File: config.mk
export PLATFORM = sky130hd
export DESIGN_NAME = hsv_to_rgb_converter
export DESIGN_NICKNAME = d
export VERILOG_FILES = /design/src/rtl/hsv2rgb_pkg.sv /design/src/rtl/hsv2rgb_front.sv /design/src/rtl/hsv2rgb_mix.sv /design/src/rtl/hsv_to_rgb_converter.sv
export SDC_FILE = /design/constraint.sdc
export NUM_CORES = 2
export LEC_CHECK = 0
export BUFFER_PORTS_ARGS = -buffer_cell sky130_fd_sc_hd__buf_2
export CAP_MARGIN = 0
export CORE_UTILIZATION = 26
export CTS_CLUSTER_SIZE = 16
export DETAILED_ROUTE_END_ITERATION = 16
export PLACE_DENSITY = 0.4
export SYNTH_ARGS = -nofsm -noshare
export SYNTH_HDL_FRONTEND = slang
export SYNTH_HIERARCHICAL = 1
export SYNTH_SLANG_ARGS = --single-unit
File: constraint.sdc
create_clock -name clk_i -period 7.5 [get_ports clk_i]
set_clock_uncertainty 0.1 [all_clocks]
set_input_delay 0.375 -clock clk_i [delete_from_list [all_inputs] [get_ports clk_i]]
set_output_delay 0.375 -clock clk_i [all_outputs]
set_load 0.01 [all_outputs]
File: src/rtl/hsv2rgb_pkg.sv
package hsv2rgb_pkg;

  // Fixed-point constants. Hue has 7 fraction bits, the rest is Q0.16.
  localparam logic [15:0] HUE_FULL     = 16'd46080;
  localparam logic [15:0] SEXTANT_SPAN = 16'd7680;
  localparam logic [16:0] ONE_Q16      = 17'd65536;

  // f = rem * 128 / 15 is done as (rem * RECIP_15) >> RECIP_SHIFT.
  // RECIP_15 = ceil(2^24 / 15); the error stays below one part in 2^20.
  localparam logic [20:0] RECIP_15    = 21'd1118482;
  localparam int unsigned RECIP_SHIFT = 17;

  // Sextant of the color wheel.
  typedef enum logic [2:0] {
    SEXT_RED_YELLOW     = 3'd0,
    SEXT_YELLOW_GREEN   = 3'd1,
    SEXT_GREEN_CYAN     = 3'd2,
    SEXT_CYAN_BLUE      = 3'd3,
    SEXT_BLUE_MAGENTA   = 3'd4,
    SEXT_MAGENTA_RED    = 3'd5
  } sextant_e;

  // Input pixel.
  typedef struct packed {
    logic [15:0] hue;
    logic [16:0] saturation;
    logic [16:0] brightness;
  } pixel_in_t;

  // Output pixel.
  typedef struct packed {
    logic [16:0] red;
    logic [16:0] green;
    logic [16:0] blue;
  } pixel_out_t;

  // Front end result: sextant, fraction, saturation, value and the p term.
  typedef struct packed {
    sextant_e    sextant;
    logic [15:0] frac;
    logic [16:0] sat;
    logic [16:0] val;
    logic [16:0] p;
  } front_t;

  // Mixer result: all four candidate channel values.
  typedef struct packed {
    sextant_e    sextant;
    logic [16:0] val;
    logic [16:0] p;
    logic [16:0] q;
    logic [16:0] t;
  } mix_t;

endpackage

File: src/rtl/hsv2rgb_front.sv
module hsv2rgb_front import hsv2rgb_pkg::*; (
  input  logic      clk_i,
  input  logic      rst_ni,
  input  logic      in_valid_i,
  input  pixel_in_t in_pixel_i,
  output logic      in_stall_o,
  output logic      out_valid_o,
  output front_t    out_data_o,
  input  logic      out_stall_i
);

  // Stage one registers: split hue, clamped saturation and value.
  logic        s1_vld_q;
  sextant_e    s1_sext_q, s1_sext_d;
  logic [12:0] s1_rem_q, s1_rem_d;
  logic [16:0] s1_sat_q, s1_sat_d;
  logic [16:0] s1_val_q, s1_val_d;

  // Stage two registers.
  logic   s2_vld_q;
  front_t s2_q, s2_d;

  logic        s1_en, s2_en;
  logic [15:0] hue_c;
  logic [15:0] base;
  logic [15:0] rem_full;
  logic [33:0] frac_prod;
  logic [33:0] p_prod;

  // A stage loads when it is empty or its content moves on.
  assign s2_en      = !s2_vld_q || !out_stall_i;
  assign s1_en      = !s1_vld_q || s2_en;
  assign in_stall_o = !s1_en;

  // Clamp inputs; a full circle of hue wraps to zero.
  always_comb begin
    hue_c    = (in_pixel_i.hue >= HUE_FULL) ? 16'd0 : in_pixel_i.hue;
    s1_sat_d = (in_pixel_i.saturation > ONE_Q16) ? ONE_Q16 : in_pixel_i.saturation;
    s1_val_d = (in_pixel_i.brightness > ONE_Q16) ? ONE_Q16 : in_pixel_i.brightness;
  end

  // Sextant by comparison against the five boundaries.
  always_comb begin
    if (hue_c >= 16'(5 * SEXTANT_SPAN)) begin
      s1_sext_d = SEXT_MAGENTA_RED;
      base      = 16'(5 * SEXTANT_SPAN);
    end else if (hue_c >= 16'(4 * SEXTANT_SPAN)) begin
      s1_sext_d = SEXT_BLUE_MAGENTA;
      base      = 16'(4 * SEXTANT_SPAN);
    end else if (hue_c >= 16'(3 * SEXTANT_SPAN)) begin
      s1_sext_d = SEXT_CYAN_BLUE;
      base      = 16'(3 * SEXTANT_SPAN);
    end else if (hue_c >= 16'(2 * SEXTANT_SPAN)) begin
      s1_sext_d = SEXT_GREEN_CYAN;
      base      = 16'(2 * SEXTANT_SPAN);
    end else if (hue_c >= SEXTANT_SPAN) begin
      s1_sext_d = SEXT_YELLOW_GREEN;
      base      = SEXTANT_SPAN;
    end else begin
      s1_sext_d = SEXT_RED_YELLOW;
      base      = 16'd0;
    end
    rem_full = hue_c - base;
    s1_rem_d = rem_full[12:0];
  end

  // Stage two: fraction through the sextant, and p = v(1-s).
  always_comb begin
    frac_prod     = {21'd0, s1_rem_q} * {13'd0, RECIP_15};
    p_prod        = {17'd0, s1_val_q} * {17'd0, ONE_Q16 - s1_sat_q};
    s2_d.sextant  = s1_sext_q;
    s2_d.frac     = frac_prod[RECIP_SHIFT +: 16];
    s2_d.sat      = s1_sat_q;
    s2_d.val      = s1_val_q;
    s2_d.p        = p_prod[32:16];
  end

  // Valid bits.
  always_ff @(posedge clk_i or negedge rst_ni) begin
    if (!rst_ni) begin
      s1_vld_q <= 1'b0;
      s2_vld_q <= 1'b0;
    end else begin
      if (s1_en) s1_vld_q <= in_valid_i;
      if (s2_en) s2_vld_q <= s1_vld_q;
    end
  end

  // Payload registers.
  always_ff @(posedge clk_i) begin
    if (s1_en && in_valid_i) begin
      s1_sext_q <= s1_sext_d;
      s1_rem_q  <= s1_rem_d;
      s1_sat_q  <= s1_sat_d;
      s1_val_q  <= s1_val_d;
    end
    if (s2_en && s1_vld_q) begin
      s2_q <= s2_d;
    end
  end

  assign out_valid_o = s2_vld_q;
  assign out_data_o  = s2_q;

endmodule

File: src/rtl/hsv2rgb_mix.sv
module hsv2rgb_mix import hsv2rgb_pkg::*; (
  input  logic   clk_i,
  input  logic   rst_ni,
  input  logic   in_valid_i,
  input  front_t in_data_i,
  output logic   in_stall_o,
  output logic   out_valid_o,
  output mix_t   out_data_o,
  input  logic   out_stall_i
);

  // Stage three registers: s*f and s*(1-f).
  logic        s3_vld_q;
  sextant_e    s3_sext_q;
  logic [16:0] s3_val_q, s3_p_q;
  logic [16:0] s3_sf_q, s3_sf_d;
  logic [16:0] s3_sg_q, s3_sg_d;

  // Stage four registers.
  logic s4_vld_q;
  mix_t s4_q, s4_d;

  logic        s3_en, s4_en;
  logic [33:0] sf_prod, sg_prod;
  logic [33:0] q_prod, t_prod;

  assign s4_en      = !s4_vld_q || !out_stall_i;
  assign s3_en      = !s3_vld_q || s4_en;
  assign in_stall_o = !s3_en;

  // Saturation scaled by the fraction and by its complement.
  always_comb begin
    sf_prod = {17'd0, in_data_i.sat} * {18'd0, in_data_i.frac};
    sg_prod = {17'd0, in_data_i.sat} * {17'd0, ONE_Q16 - {1'b0, in_data_i.frac}};
    s3_sf_d = sf_prod[32:16];
    s3_sg_d = sg_prod[32:16];
  end

  // q = v(1-sf) and t = v(1-sg).
  always_comb begin
    q_prod       = {17'd0, s3_val_q} * {17'd0, ONE_Q16 - s3_sf_q};
    t_prod       = {17'd0, s3_val_q} * {17'd0, ONE_Q16 - s3_sg_q};
    s4_d.sextant = s3_sext_q;
    s4_d.val     = s3_val_q;
    s4_d.p       = s3_p_q;
    s4_d.q       = q_prod[32:16];
    s4_d.t       = t_prod[32:16];
  end

  // Valid bits.
  always_ff @(posedge clk_i or negedge rst_ni) begin
    if (!rst_ni) begin
      s3_vld_q <= 1'b0;
      s4_vld_q <= 1'b0;
    end else begin
      if (s3_en) s3_vld_q <= in_valid_i;
      if (s4_en) s4_vld_q <= s3_vld_q;
    end
  end

  // Payload registers.
  always_ff @(posedge clk_i) begin
    if (s3_en && in_valid_i) begin
      s3_sext_q <= in_data_i.sextant;
      s3_val_q  <= in_data_i.val;
      s3_p_q    <= in_data_i.p;
      s3_sf_q   <= s3_sf_d;
      s3_sg_q   <= s3_sg_d;
    end
    if (s4_en && s3_vld_q) begin
      s4_q <= s4_d;
    end
  end

  assign out_valid_o = s4_vld_q;
  assign out_data_o  = s4_q;

endmodule

File: src/rtl/hsv_to_rgb_converter.sv
// HSV to RGB pixel converter.
// Input channel: in_valid_i, in_stall_o and in_pixel_i carry hue (degrees
// with 7 fraction bits, 46080 is a full circle), saturation and brightness
// (Q0.16). A transfer happens at a rising edge with valid high and stall low.
// Output channel: out_valid_o, out_stall_i and out_pixel_o carry red, green
// and blue in Q0.16, one result for every input pixel, in order.
// The datapath is a five-stage pipeline: hue split and clamping, fraction
// and p term, the two saturation products, the q and t products, and the
// channel select in the output register. While the receiver does not stall,
// the pipeline takes one pixel per clock; the multiplier pairs of stages two
// to four set the depth. When the receiver stalls, full stages hold their
// contents and empty ones keep filling, so in_stall_o rises only once all
// five stages hold a pixel. Reset clears every valid bit; nothing else
// needs clearing.
module hsv_to_rgb_converter import hsv2rgb_pkg::*; (
  input  logic       clk_i,
  input  logic       rst_ni,
  input  logic       in_valid_i,
  input  pixel_in_t  in_pixel_i,
  output logic       in_stall_o,
  output logic       out_valid_o,
  output pixel_out_t out_pixel_o,
  input  logic       out_stall_i
);

  logic       front_vld, front_stall;
  front_t     front_data;
  logic       mix_vld, mix_stall;
  mix_t       mix_data;
  logic       out_vld_q;
  logic       out_en;
  pixel_out_t out_q, out_d;

  hsv2rgb_front u_front (
    .clk_i      (clk_i),
    .rst_ni     (rst_ni),
    .in_valid_i (in_valid_i),
    .in_pixel_i (in_pixel_i),
    .in_stall_o (in_stall_o),
    .out_valid_o(front_vld),
    .out_data_o (front_data),
    .out_stall_i(front_stall)
  );

  hsv2rgb_mix u_mix (
    .clk_i      (clk_i),
    .rst_ni     (rst_ni),
    .in_valid_i (front_vld),
    .in_data_i  (front_data),
    .in_stall_o (front_stall),
    .out_valid_o(mix_vld),
    .out_data_o (mix_data),
    .out_stall_i(mix_stall)
  );

  assign out_en    = !out_vld_q || !out_stall_i;
  assign mix_stall = !out_en;

  // Channel permutation for the sextant.
  always_comb begin
    unique case (mix_data.sextant)
      SEXT_RED_YELLOW: begin
        out_d = '{red: mix_data.val, green: mix_data.t, blue: mix_data.p};
      end
      SEXT_YELLOW_GREEN: begin
        out_d = '{red: mix_data.q, green: mix_data.val, blue: mix_data.p};
      end
      SEXT_GREEN_CYAN: begin
        out_d = '{red: mix_data.p, green: mix_data.val, blue: mix_data.t};
      end
      SEXT_CYAN_BLUE: begin
        out_d = '{red: mix_data.p, green: mix_data.q, blue: mix_data.val};
      end
      SEXT_BLUE_MAGENTA: begin
        out_d = '{red: mix_data.t, green: mix_data.p, blue: mix_data.val};
      end
      default: begin
        out_d = '{red: mix_data.val, green: mix_data.p, blue: mix_data.q};
      end
    endcase
  end

  // Output valid bit.
  always_ff @(posedge clk_i or negedge rst_ni) begin
    if (!rst_ni) begin
      out_vld_q <= 1'b0;
    end else if (out_en) begin
      out_vld_q <= mix_vld;
    end
  end

  // Output payload register.
  always_ff @(posedge clk_i) begin
    if (out_en && mix_vld) begin
      out_q <= out_d;
    end
  end

  assign out_valid_o = out_vld_q;
  assign out_pixel_o = out_q;

  // The input side only stalls when the output is full and held.
  assert property (@(posedge clk_i) disable iff (!rst_ni)
    in_stall_o |-> (out_vld_q && out_stall_i))
    else $error("input stalled while the output stage can move");

  // A pixel leaving the mixer lands in the output register.
  assert property (@(posedge clk_i) disable iff (!rst_ni)
    (mix_vld && !mix_stall) |=> out_vld_q)
    else $error("pixel lost between mixer and output stage");

  // Every channel stays within one in Q0.16.
  assert property (@(posedge clk_i) disable iff (!rst_ni)
    out_vld_q |-> (out_q.red <= ONE_Q16 && out_q.green <= ONE_Q16 &&
                   out_q.blue <= ONE_Q16))
    else $error("color channel above full scale");

endmodule

== Word level (Yosys, flattened, before mapping) ==
Index checks and enable logic that the tools add are counted.
Widths: inputs -> output; s select.
Word-level totals
  register bits after elaboration: 318
  output and inout port bits: 53
Operators by class
  add/sub/neg operators: 5
  $mul: 6
  magnitude comparators: 8
  equal/unequal tests: 4
  mux-type cells: 11
  reduce and logical (&&, ||, !) cells: 19
Operators with widths (number)
  $pmux 51 s5: 1
  $mul 17x17->33: 4
  $mux 13: 5
  $sub 17x17->17 const A: 3
  $gt 17x17->1 const B: 2
  $mul 17x16->33: 1
  $ge 16x15->1 const B: 2
  $ge 16x16->1 const B: 2
  $mul 13x20->32 const B: 1
  $sub 17x16->17 const A: 1
  $ge 16x13->1 const B: 1
  $ge 16x14->1 const B: 1
  $mux 16: 1
  $sub 13x13->13: 1
  $logic_not 1->1: 7
  $eq 3x2->1 const B: 2
  $mux 3: 2
  $logic_and 1x1->1: 5
  $logic_or 1x1->1: 5
  $eq 3x1->1 const B: 1
  $eq 3x3->1 const B: 1
  $logic_not 3->1: 1
  $mux 1: 2
  $reduce_or 2->1: 1

== Logic depth before layout (Yosys ltp) ==
  depth in word-level cells: 9
  gate-level depth with buffers: 30
  depth with buffers taken out: 27

== By module ==
The synthesis kept the hierarchy.
By module, submodules not included
  hsv2rgb_mix: instances 1, cells each 4383, area an instance 40487.6 um^2, seq. area each 4314.1 um^2
  hsv2rgb_front: instances 1, cells each 1497, area an instance 15289.7 um^2, seq. area each 3653.5 um^2
  hsv_to_rgb_converter: instances 1, cells each 307, area an instance 3345.7 um^2, seq. area each 1556.5 um^2

== Worst setup path before layout ==
No wires, ideal clock.
  path kind: flip-flop to flip-flop
  from: register u_mix.s3_sg_q[0]
  to: register u_mix.s4_q (netlist bit u_mix/out_data_o[14]) (data pin)
  library setup time: 0.259 ns
  arrival: 7.424 ns
  data required time: 7.141 ns
  slack: -0.283 ns
  cell stages (with the launch flop): 29
  cell sequence: edfxtp_1 -> clkbuf_1 -> clkbuf_1 -> inv_1 -> ha_1 -> or3b_1 -> or4_4 -> nor4_1 -> xnor2_1 -> clkbuf_1 -> nand2_1 -> fa_1 -> inv_1 -> fa_1 -> fa_1 -> fa_1 -> fa_1 -> inv_1 -> fa_1 -> inv_1 -> ha_1 -> nand3_1 -> nor4_1 -> a21oi_1 -> a21oi_1 -> a21oi_1 -> o21ai_0 -> a41oi_1 -> xnor2_1
Between the ends
  cells in the longest elaborated chain, start to end: 2
RTL lines
  start: declaration: RTL line hsv2rgb_mix.sv:17  | logic [16:0] s3_sg_q, s3_sg_d;
  start signal: assignment: RTL line hsv2rgb_mix.sv:68  | s3_sg_q <= s3_sg_d;
  $sub 17x17->17: RTL line hsv2rgb_mix.sv:42  | t_prod = {17'd0, s3_val_q} * {17'd0, ONE_Q16 - s3_sg_q};
  $mul 17x17->33: RTL line hsv2rgb_mix.sv:42
  named net u_mix.t_prod[30]: RTL line hsv2rgb_mix.sv:25  | logic [33:0] q_prod, t_prod;
  end signal: assignment: RTL line hsv2rgb_mix.sv:71  | s4_q <= s4_d;
  end: declaration: RTL line hsv2rgb_mix.sv:21  | mix_t s4_q, s4_d;
The timed path passes the listed nets, and every way through them passes these cells.
A chain may end at the register's enable or synchronous reset.

== Final worst setup path ==
  from: register u_mix.s3_sg_q[0]
  to: register u_mix.s4_q (netlist bit u_mix/out_data_o[16]) (data pin)
Same word-level chain as after synthesis.

==> results.md <==
- Run status: finished clean
- Most frequent standard cell in the layout excluding fill and tap cells: inv_1
- Transition time at the pin with the least slew margin: 1190 ps
- Net count of the finished layout: 8219
- Netlist area before placement: 59100 um2
- Area added between synthesis and finish: 14.8%
- Number of vias after detailed routing: 41800
- Achievable Freq: 137 MHz
- Critical-path cell with the highest stage delay: fa_1
- Fraction of synthesis flops using an asynchronous set or reset pin: 1.57%
- Clock tree sinks: 318
- Overall die width: 479 um
- Wire length of the first global-routing pass: 277000 um
- Final number of max-transition violations: 0
- CTS H-tree depth: 2
- GPL Wtd Cong: 0.831
- Detailed-route vias per instance: 4.40
- Type of destination of the critical path: register
- Initial detailed-routing violation count: 2211
- Final worst path period need: 7330 ps
- Number of instances in the synthesized netlist: 6187
- CP Data Required Time: 7770 ps
- Non-Filler Instances: 9507
- Die area: 229000 um2
- Overall die height: 479 um
- Classification of the worst setup path: reg2reg
- Initial standard-cell utilization of the core: 26.2%
- Share of final-layout standard cells stronger than drive strength 1: 10.8%
- Root buffer cell: clkbuf_16
- Post-detailed-placement half-perimeter wirelength: 143000 um
- Sequential fraction of the synthesis area: 16.1%
- Most frequent cell on the critical path: fa_1
- Worst hold path class: in2reg
- Sort of element at the start of the critical path: register
- Arrival time reported for the critical path endpoint: 7600 ps
- Relative slew margins: 20.3%
- TritonCTS clock tree: done
- Flops & latches, synth: 318
- Antenna violations before repair: 10
- # DRC: 0
- Worst skew pair latency: 640 ps
- Period utilisation layout: 97.7%
- Syn Nets: 7927
- Average size of a mapped cell: 9.56 um2
- Netlist cell types: 82
- Clock tree buffer depth: 3
- Count of final setup violators: 0
- Largest net degree at the start of global routing: 92
- Final global-route overflow total: 0
- Number of failing hold endpoints at the final stage: 0
- Critical path's largest stage delay: 530 ps
- Critical path peak fanout: 5
- Inserted Clock Buffers: 41
- Clock transition time at the flip-flop clock pins of the worst setup and hold paths: 60 ps
- Core area: 225000 um2
- Antenna viol nets, final: 0
- Count of input and output buffers: 106
- Number of placement rows: 174
- Via count of the first global-routing pass: 45600
- Number of placed instances, taps included: 9384
- TritonRoute pass-1 iters: 5
- Routed wire length: 177000 um
- Commonest cells after routing, fill and taps aside: inv_1, fa_1, nand2_1
- Routed wire length per instance: 18.7 um
- Overall Global Routing Usage: 15.7%
- Most common flop cell mapped by yosys: edfxtp_1
- # IOs: 107
- Count of warnings emitted by yosys: 6
- Unrepaired setup endpoints after global routing: true
- Max_cap viols: 0
- Number of enable-type register cells in the synthesized netlist: 313
==> state kept, by name (all words and copies together) (netlist names), 3 cells and up <==
register / flops
u_mix/out_data_o: 71
u_front/out_data_o: 70
out_pixel_o: 51
u_front/s1_sat_q: 17
u_front/s1_val_q: 17
u_mix/s3_p_q: 17
u_mix/s3_sf_q: 17
u_mix/s3_sg_q: 17
u_mix/s3_val_q: 17
u_front/s1_rem_q: 13
u_front/s1_sext_q: 3
u_mix/s3_sext_q: 3
==> worst max-delay path: cells and delay by family (launching register included) <==
family / cells / cell delay (ps)
buf+inv: 8 / 790
fa+ha+maj: 8 / 3430
simple gates: 6 / 1490
compound gates: 4 / 550
xor+xnor: 2 / 280
flops: 1 / 420
==> synthesized netlist by cell type, types with 6 or more instances <==
cell type	count	area share, %
nand2b_1	30	0.32
fa_1	1106	37
or2_2	8	0.085
o21ai_1	10	0.085
and3_1	29	0.31
buf_1	6	0.038
nand3b_1	22	0.28
o21bai_1	12	0.15
nor4_1	22	0.23
buf_6	8	0.15
or3_1	9	0.095
o21ai_0	59	0.50
buf_2	22	0.19
a21oi_1	120	1.0
a31oi_1	35	0.37
o32ai_1	8	0.12
and2_1	526	5.6
nand2_1	972	6.2
xor2_1	54	0.80
o21a_1	9	0.11
nor2_1	67	0.43
o22ai_1	10	0.11
a22oi_1	18	0.23
a21o_1	41	0.52
nor2b_1	45	0.48
nor3_1	33	0.28
clkbuf_1	239	1.5
o22ai_2	10	0.21
ha_1	580	12
a221o_1	17	0.29
o211ai_1	8	0.10
a211oi_1	15	0.19
and4_1	6	0.089
inv_1	1436	9.1
o221ai_1	36	0.53
nand3_1	23	0.19
edfxtp_1	313	16
nand4_1	19	0.20
xnor2_1	111	1.6
==> cells by family (layout without fill, tap and decap cells) <==
logic type               after synthesis  in the layout  synth area share [%]
other                                  0              4                     0
multiplexers                           3              3                0.0508
buffers and inverters               1714           2038                  11.0
AO/OA/AOI/OAI                        467            467                  5.47
AND/OR/NAND/NOR                     1829           1829                  15.0
adder cells (fa/ha/maj)             1686           1686                  49.7
flip-flops                           318            318                  16.1
XOR/XNOR                             170            170                  2.60
==> path summary, 6_finish.rpt <==
check | startpoint | to | slack [ps] | cells after the start
max | u_mix/s3_sg_q[0]$_DFFE_PP_ | u_mix/out_data_o[16]$_DFFE_PP_ | 170 | 28
min | in_pixel_i[30] | u_front/s1_sat_q[13]$_SDFFCE_PN0P_ | 30 | 2
max reg2reg | u_mix/s3_sg_q[0]$_DFFE_PP_ | u_mix/out_data_o[16]$_DFFE_PP_ | 170 | 28
min reg2reg | u_front/out_data_o[21]$_DFFE_PP_ | u_mix/s3_val_q[4]$_DFFE_PP_ | 310 | 0
max in group asynchronous | rst_ni | u_mix/out_valid_o$_DFFE_PN0P_ | 6510 | 3
min in group asynchronous | rst_ni | u_front/out_valid_o$_DFFE_PN0P_ | 580 | 3
==> through the flow <==
step	TNS, ps	area, um2	hold slack (ps)	setup slack, ps	utilization (%)
after global routing	-903	67900	40.6	-141	30.1
after CTS	0	67200	2.01	48.9	29.8
after detailed placement	-106	65500	99.8	-61.3	29.1
after floorplan	0	59200	-20.6	3.80	-
final	0	67900	33.0	175	30.1
after global placement	0	65500	92.6	19.7	29.1
==> layer usage <==
metal  GRT usage (%)  vias up  share of wire [%]
met5               0        -                  0
met4            2.51        0                1.7
met3            1.76      144                3.9
met2            25.4      764                 46
met1            22.7    21400                 49
li1                -    19500                  -
==> cell type report <==
cell class                 count  area, um2
antenna                        4       10.0
clock buffer                  46       1050
clock inverter                29        310
fill                       23700     157000
inverter                    1438       5400
multi-input combinational   4155      43700
sequential                   318       9520
tap                         2992       3740
timing repair buffer         525       4180
==> timing repair <==
action                                 4_1_cts  5_1_grt
gates cloned                                 0        1
hold buffers                                30        0
setup buffers                                1       12
endpoints found under the hold margin       32        0
setup endpoints to repair                    4       44
gates resized for setup                      3      119
pin swaps                                    1       37
Power is left out: the tool's default activity adds up to more than one toggle a clock period on the data nets, which glitch-free logic cannot reach.
